<file path="src/hdl/mat4a_pkg.sv">
package mat4a_pkg;

    localparam int ELEM_W = 32;
    localparam int LANES  = 4;
    localparam int ROWS   = 4;

    localparam logic [3:0] OP_LOADA = 4'd0;
    localparam logic [3:0] OP_LOADB = 4'd1;
    localparam logic [3:0] OP_ADDS  = 4'd2;
    localparam logic [3:0] OP_SUBS  = 4'd3;
    localparam logic [3:0] OP_MULS  = 4'd4;
    localparam logic [3:0] OP_ADDB  = 4'd5;
    localparam logic [3:0] OP_SUBB  = 4'd6;
    localparam logic [3:0] OP_MULB  = 4'd7;
    localparam logic [3:0] OP_READ  = 4'd8;

    localparam logic [1:0] LANE_ADD = 2'd0;
    localparam logic [1:0] LANE_SUB = 2'd1;
    localparam logic [1:0] LANE_MUL = 2'd2;

    typedef logic signed [ELEM_W-1:0] elem_t;
    typedef elem_t [LANES-1:0] row_t;
    typedef row_t [ROWS-1:0] mat_t;

    typedef struct packed {
        logic [3:0] opcode;
        logic [1:0] row_index;
        elem_t      lane0_value;
        elem_t      lane1_value;
        elem_t      lane2_value;
        elem_t      lane3_value;
    } cmd_t;

    typedef struct packed {
        elem_t row_out0;
        elem_t row_out1;
        elem_t row_out2;
        elem_t row_out3;
        logic  saturated;
    } rsp_t;

    typedef struct packed {
        logic       valid;
        logic [1:0] mode;
        logic       first;
        logic       last;
    } lane_ctl_t;

    typedef struct packed {
        logic       load_a;
        logic       load_b;
        logic       rot_a;
        logic       rot_b;
        logic       wr_a;
        logic [1:0] row;
    } store_ctl_t;

endpackage

</file>
<file path="src/hdl/mat4a_merge.sv">
module mat4a_merge
    import mat4a_pkg::*;
(
    input  logic             clk,
    input  logic             rst_n,
    input  logic             clear,
    input  logic             valid,
    input  row_t             row,
    input  logic [LANES-1:0] clip,
    output mat_t             c_rows,
    output logic             full,
    output logic             clip_any
);

    logic [2:0] cnt_reg;
    logic clip_reg;
    mat_t c_reg;

    always_ff @(posedge clk or negedge rst_n)
    begin
        if (!rst_n)
        begin
            cnt_reg  <= '0;
            clip_reg <= 1'b0;
        end
        else if (clear)
        begin
            cnt_reg  <= '0;
            clip_reg <= 1'b0;
        end
        else if (valid)
        begin
            cnt_reg  <= cnt_reg + 3'd1;
            clip_reg <= clip_reg | (|clip);
        end
    end

    // rows arrive in order 0..3; shift in at the top
    always_ff @(posedge clk)
    begin
        if (valid)
        begin
            for (int i = 0; i < ROWS - 1; i++)
                c_reg[i] <= c_reg[i+1];
            c_reg[ROWS-1] <= row;
        end
    end

    assign c_rows   = c_reg;
    assign full     = cnt_reg[2];
    assign clip_any = clip_reg;

endmodule

</file>
<file path="config.mk">
export PLATFORM = sky130hd
export DESIGN_NAME = mat4a_merge
export DESIGN_NICKNAME = d
export VERILOG_FILES = /design/src/hdl/mat4a_pkg.sv /design/src/hdl/mat4a_merge.sv
export SDC_FILE = /design/constraint.sdc
export NUM_CORES = 1
export LEC_CHECK = 0
export CAP_MARGIN = 0
export CORE_AREA = 2 2 257 259
export DETAILED_ROUTE_END_ITERATION = 12
export DIE_AREA = 0 0 259 261
export DONT_BUFFER_PORTS = 1
export PLACE_DENSITY = 0.38
export SLEW_MARGIN = 40
export SYNTH_ARGS = -nofsm -noshare
export SYNTH_HDL_FRONTEND = slang
export SYNTH_SLANG_ARGS = --single-unit
</file>
<file path="constraint.sdc">
create_clock -name clk -period 1.3 [get_ports clk]
set_clock_uncertainty 0.15 [all_clocks]
set_input_delay 0.13 -clock clk [delete_from_list [all_inputs] [get_ports clk]]
set_output_delay 0.13 -clock clk [all_outputs]
set_load 0.01 [all_outputs]
</file>
==> summary.txt, run 1 <==
Layout
  • Final Net Count: 959
  • Fillers: 6,040
  • Layout cells sized above 1: 0.110
  • Area added between synthesis and finish: 35.0%
  • Max reg flops: 512

Power and ir drop
  • Tot Pwr: 38.7 mW
  • Lkg Pwr: 7.06 nW
  • Worst vdd ir: 0.960 mV
  • Power per Cell Area: 1840 nW/um2

GRT
  • GR Overflow Total: 0
  • GRT Total Usage: 0.103
  • Largest net degree at the start of global routing: 518
  • Initial antenna violation count: 2
  • First-pass GRT wire length: 50,900 um
  • Number of global-route vias before repair: 6,772

Synthesis
  • Avg Inst Size Synth: 29.5 um2
  • Synthesized Nets: 664
  • Synth unique cells: 11
  • Asr flop ratio synth: 0.00775
  • Synth Cell Area: 15,600 um2
  • Cell taking the most area after synthesis: edfxtp_1
  • Seq/Total Area, Yosys: 0.994
  • Yosys top cell area share: 0.988
  • Most used DFF post-synth: edfxtp_1
  • Number of synthesis warnings: 0
  • Most frequent cells after synthesis: edfxtp_1, dfrtp_1, a21oi_1, nor2_1
  • Post-synth EDFFs: 512
  • Synthesized netlist cell count: 527
  • Synth top area cells: edfxtp_1, dfrtp_1, o41ai_2
  • Seq cells post-synth: 516
  • Most common cell in the netlist: edfxtp_1

Min path
  • Hold WC Path Type: input pin to flop

Timing
  • Final WS setup: -0.264 ns
  • Fmax: 640 MHz
  • Hold slack: -0.490 ns
  • Fin. max-slew vios: 0
  • Worst slew margin relative to its limit: 0.376
  • Tightest Pin Transition: 0.936 ns
  • Setup violators final: 420
  • RSZ-0062 raised after global routing: yes
  • Min Tclk post-route: 1.56 ns
  • Final hold violations: 278
  • Period utilization: 1.20

Routing
  • Drt pass-1 iters: 5
  • Vias: 6,546
  • DRT antenna net count: 0
  • Remaining DRCs: 0
  • Routed vias/inst: 3.78
  • WL per Instance: 22.2 um
  • Total Routed Length: 38,400 um
  • Initial DRC count: 834

Floorplanning
  • Initial core utilization: 0.239
  • Chip height: 261 um
  • DIE WIDTH: 259 um
  • # rows: 94
  • Die ar.: 67,600 um2
  • CORE AREA: 65,000 um2
  • Ports: 650

Worst setup path
  • Critical path depth: 0
  • Crit. End Element: output pin
  • Reg2Reg Setup Slack: 0.14 ns
  • Reg-to-Reg End: cnt_reg[2]$_DFFE_PN0P_
  • CP max FO: 2
  • Worst r2r src: cnt_reg[0]$_DFFE_PN0P_
  • Kind of critical path: flop to output pin
  • Element type at the critical path start: flop
  • Crit path DAT: 1.28 ns
  • Worst R2R Path Depth: 3
  • Worst Setup SP: c_rows[231]$_DFFE_PP_
  • Crit path to: c_rows[231]
  • CP required: 1.02 ns

CTS
  • CTS Root Buffer Type: clkbuf_16
  • Post-CTS Setup Bufs: 0
  • Clk Latency, worst-skew pair: 0.59 ns
  • H-Tree Depth: 2
  • CTS Buf Count: 56
  • CTS tree: built
  • Clock Tree Buf Depth: 3
  • CTS Sinks: 516
  • Clock slew at reported path FFs: 0.06 ns

Outcome
  • Failing checks: hold timing, setup timing
  • Status: finished, violations left

Job
  • Max cap viols: 0

Placement
  • Gpl congestion: 0.782
  • PortBufs: 0
  • Pre-CTS setup slack: 0.152 ns
  • HPWL after DPL: 25,500 um
[worst min path at each step]
| stage | start | to | slack, ns | depth (start not counted) |
|---|---|---|---|---|
| 6_report | valid | c_rows[426]$_DFFE_PP_ | -0.49 | 0 |
| 5_1_grt | valid | c_rows[255]$_DFFE_PP_ | -0.52 | 0 |
| 4_1_cts | valid | c_rows[298]$_DFFE_PP_ | -0.52 | 0 |
| 3_5_place_dp | rst_n | clip_any$_DFFE_PN0P_ | -0.32 | 0 |
| 3_3_place_gp | rst_n | clip_any$_DFFE_PN0P_ | -0.32 | 0 |
| 2_1_floorplan | rst_n | clip_any$_DFFE_PN0P_ | -0.32 | 0 |
[layer usage]
layer | routed length, um | global-route usage
met5 | 13 | 0
met2 | 20300 | 0.180
met4 | 1070 | 0.0395
met1 | 13100 | 0.109
met3 | 3980 | 0.0469
[where the power goes]
| part | switching (mW) | internal [mW] |
|---|---|---|
| clock | 6.55 | 10.4 |
| combinational | 0.138 | 0.488 |
| sequential | 1.41 | 19.7 |
[cells in the final DEF, fill, tap and decap left out, types with 2 or more instances in the layout]
master / Yosys / final
clkinv_2: 0 / 8
clkbuf_1: 0 / 4
nor2_1: 2 / 2
clkinv_4: 0 / 6
edfxtp_1: 512 / 512
clkinv_1: 0 / 9
clkinvlp_4: 0 / 4
a21oi_1: 2 / 2
clkbuf_16: 0 / 57
dlygate4sd3_1: 0 / 234
buf_6: 0 / 3
bufinv_16: 0 / 12
dfrtp_1: 4 / 4
inv_6: 0 / 3
[per-stage QoR]
stage	util	hold slack [ns]	setup TNS (ns)	area, um2	cells
6_report	0.323	-0.490	-12.34	21000	1732
2_1_floorplan	-	-0.316	0	15600	527
5_1_grt	0.323	-0.523	-39.62	21000	1732
3_5_place_dp	0.256	-0.315	0	16700	1394
3_3_place_gp	0.256	-0.315	0	16700	1394
4_1_cts	0.323	-0.516	-40.72	21000	1730
[final cells by class]
type,count,area (um2),area share
Clock inverter,42,543,0.0259
Clock buffer,61,1440,0.0686
Timing Repair Buffer,237,2380,0.113
Multi-Input combinational cell,10,82.6,0.00393
Inverter,1,3.75,0.000179
Sequential cell,516,15500,0.737
Antenna cell,1,2.50,0.000119
Tap cell,864,1080,0.0515
[repair_timing]
item	in CTS	in global routing
hold endpoints to repair	648	516
setup endpoints to repair	514	514
hold buffers	233	1
gates cloned	0	0
gates resized for setup	3	0
[cell families (layout without fill, tap and decap cells)]
group,Yosys count,count (layout),synth area share
flip-flops,516,516,0.994
AND/OR/NAND/NOR,3,3,0.000965
adder cells (fa/ha/maj),1,1,0.000804
XOR/XNOR,1,1,0.000563
AO/OA/AOI/OAI,4,4,0.00233
buffers and inverters,1,341,0.000241
multiplexers,1,1,0.000643
other,0,1,0
(Power assumes the default switching activity.)
==> inputs of run 2 (changes only) <==
--- a/config.mk
+++ b/config.mk
@@ -6,11 +6,12 @@
 export NUM_CORES = 1
 export LEC_CHECK = 0
 export CAP_MARGIN = 0
-export CORE_AREA = 2 2 257 259
+export CORE_AREA = 2 2 253 255
 export DETAILED_ROUTE_END_ITERATION = 12
-export DIE_AREA = 0 0 259 261
+export DIE_AREA = 0 0 255 257
 export DONT_BUFFER_PORTS = 1
-export PLACE_DENSITY = 0.38
+export PLACE_DENSITY = 0.39
+export SETUP_SLACK_MARGIN = 0.1
 export SLEW_MARGIN = 40
 export SYNTH_ARGS = -nofsm -noshare
 export SYNTH_HDL_FRONTEND = slang
==> summary.txt, run 2 (same netlist as run 1, synthesis figures left out) <==
CTS
  • CTS Sinks: 516 (unchanged)
  • Clock slew at reported path FFs: 0.06 ns (about the same)
  • Clock Tree Buf Depth: 3 (unchanged)
  • CTS Root Buffer Type: clkbuf_16
  • H-Tree Depth: 2 (unchanged)
  • Clk Latency, worst-skew pair: 0.58 ns (about the same)
  • CTS Buf Count: 52 (-7.1%)
  • CTS tree: built

Timing
  • Period utilization: 1.14 (-0.0627)
  • Worst slew margin relative to its limit: 0.297 (-0.0788)
  • Tightest Pin Transition: 1.05 ns (+0.118 ns)
  • Fmax: 675 MHz (+5.5%)
  • Final hold violations: 193 (-31%)
  • Hold slack: -0.488 ns (+0.00246 ns)
  • Setup violators final: 388 (-7.6%)
  • Final WS setup: -0.182 ns (+0.0815 ns)
  • Fin. max-slew vios: 0 (unchanged)
  • RSZ-0062 raised after global routing: yes
  • Min Tclk post-route: 1.48 ns (-0.0815 ns)

Routing
  • Vias: 6,562 (+0.24%)
  • WL per Instance: 22.4 um (+1.0%)
  • DRT antenna net count: 0 (unchanged)
  • WL met2: 20,700 um (+2.1%)
  • Remaining DRCs: 0 (unchanged)
  • M1 WL: 12,500 um (-4.6%)
  • Drt pass-1 iters: 5 (unchanged)
  • Met3 wire len: 3810 um (-4.4%)
  • Max layer used: met4
  • Total Routed Length: 38,100 um (-0.93%)
  • Routed vias/inst: 3.86 (+2.2%)
  • Initial DRC count: 606 (-27%)

Worst setup path
  • Worst Setup SP: c_rows[418]$_DFFE_PP_
  • Kind of critical path: flop to output pin
  • Crit. End Element: output pin
  • Element type at the critical path start: flop
  • Reg-to-Reg End: cnt_reg[1]$_DFFE_PN0P_
  • Critical path depth: 0 (unchanged)
  • Worst R2R Path Depth: 3 (unchanged)
  • CP max FO: 2 (unchanged)
  • Crit path DAT: 1.20 ns (-0.08 ns)
  • Crit path to: c_rows[418]
  • Reg2Reg Setup Slack: 0.13 ns (about the same)
  • Worst r2r src: cnt_reg[0]$_DFFE_PN0P_
  • CP required: 1.02 ns (about the same)

Power and ir drop
  • Tot Pwr: 37.0 mW (-4.5%)
  • Lkg Pwr: 6.90 nW (-2.2%)
  • Power per Cell Area: 1790 nW/um2 (-2.9%)
  • Worst vdd ir: 0.959 mV (-0.15%)

Layout
  • Reg area: 15,500 um2 (about the same)
  • Final Net Count: 946 (-1.4%)
  • Commonest non-fill, non-tap cell in the layout: edfxtp_1
  • Final cell count without fillers: 1,699 (-1.9%)
  • Multi-input logic area: 82.6 um2 (unchanged)
  • Layout cells sized above 1: 0.102 (-0.00746)
  • Fillers: 5,846 (-3.2%)
  • Finished Cell Area: 20,700 um2 (-1.6%)
  • Area added between synthesis and finish: 32.8%
  • Max reg flops: 512 (unchanged)
  • Post-Route Utilization: 0.329 (+0.00634)
  • Most frequent cells in the layout: edfxtp_1, dlygate4sd3_1, clkbuf_16, clkinv_1, clkinv_2

Placement
  • HPWL after DPL: 25,300 um (-0.55%)
  • Post-DP Area: 16,600 um2 (-0.23%)
  • PortBufs: 0 (unchanged)
  • Pre-CTS setup slack: 0.140 ns (-0.0123 ns)
  • Gpl congestion: 0.766 (-2.1%)
  • Dpl cells: 1,374 (-1.4%)

Job
  • Max cap viols: 0 (unchanged)

Floorplanning
  • Ports: 650 (unchanged)
  • Chip height: 257 um (-1.5%)
  • Die ar.: 65,500 um2 (-3.1%)
  • CORE AREA: 62,700 um2 (-3.5%)
  • DIE WIDTH: 255 um (-1.5%)
  • # rows: 92 (-2.1%)
  • Initial core utilization: 0.248 (+0.00879)

Outcome
  • Status: finished, violations left
  • Failing checks: hold timing, setup timing

GRT
  • First-pass GRT wire length: 51,500 um (+1.2%)
  • GRT Total Usage: 0.109 (+0.00526)
  • Largest net degree at the start of global routing: 518 (unchanged)
  • GR Overflow Total: 0 (unchanged)
  • Initial antenna violation count: 2 (unchanged)
  • Number of global-route vias before repair: 6,831 (+0.87%)

Min path
  • Hold WC Path Type: input pin to flop
run 2: changes by cell type in the layout (fill, tap and decap cells not counted), sizes merged:
| cell | before | now |
|---|---|---|
| clkinv | 23 | 26 |
| clkbuf | 61 | 56 |
| inv | 4 | 5 |
| buf | 3 | 1 |
| dlygate4sd3 | 234 | 227 |
| bufinv | 12 | 7 |
run 2: per-stage QoR:
stage	hold WS, ns	TNS, ns
after detailed placement	-0.315	0
after global placement	-0.315	0
after floorplan	-0.316	0
after CTS	-0.527	-39.00
after global routing	-0.533	-39.28
final	-0.488	-10.51
run 2: what timing repair did:
action,CTS,global route
hold buffers,221,7
resized for setup,1,1
pin swaps,0,2
hold endpoints to repair,648,520
endpoints found under the setup margin,514,516
setup buffers,0,0
cloned,0,0
run 2: layer usage:
| metal | GRT usage | vias to the layer above |
|---|---|---|
| li1 | - | 2731 |
| met1 | 0.109 | 3369 |
| met2 | 0.197 | 375 |
| met3 | 0.0453 | 87 |
| met4 | 0.0422 | 0 |
| met5 | 0 | - |
run 2: cell type report:
class | instances | share of cell area
multi-input cells | 10 | 0.00400
well taps | 846 | 0.0512
clock inverters | 41 | 0.0200
repair buffers | 228 | 0.111
diodes | 1 | 0.000121
clock buffers | 56 | 0.0647
flip-flops and latches | 516 | 0.749
inverters | 1 | 0.000182
run 2: how the worst min path moves through the flow:
stage | startpoint | end | slack [ns] | depth (start not counted)
final | valid | c_rows[302]$_DFFE_PP_ | -0.49 | 0
after global routing | valid | c_rows[302]$_DFFE_PP_ | -0.53 | 0
after CTS | valid | c_rows[430]$_DFFE_PP_ | -0.53 | 0
after detailed placement | rst_n | clip_any$_DFFE_PN0P_ | -0.32 | 0
after global placement | rst_n | clip_any$_DFFE_PN0P_ | -0.32 | 0
after floorplan | rst_n | clip_any$_DFFE_PN0P_ | -0.32 | 0
run 2: report_power, final:
group	switching, mW	internal [mW]	total, mW	leakage, nW
sequential	1.42	19.7	21.1	5.06
combinational	0.130	0.466	0.596	0.991
clock	6.36	8.88	15.2	0.851
total	7.91	29.0	37.0	6.90
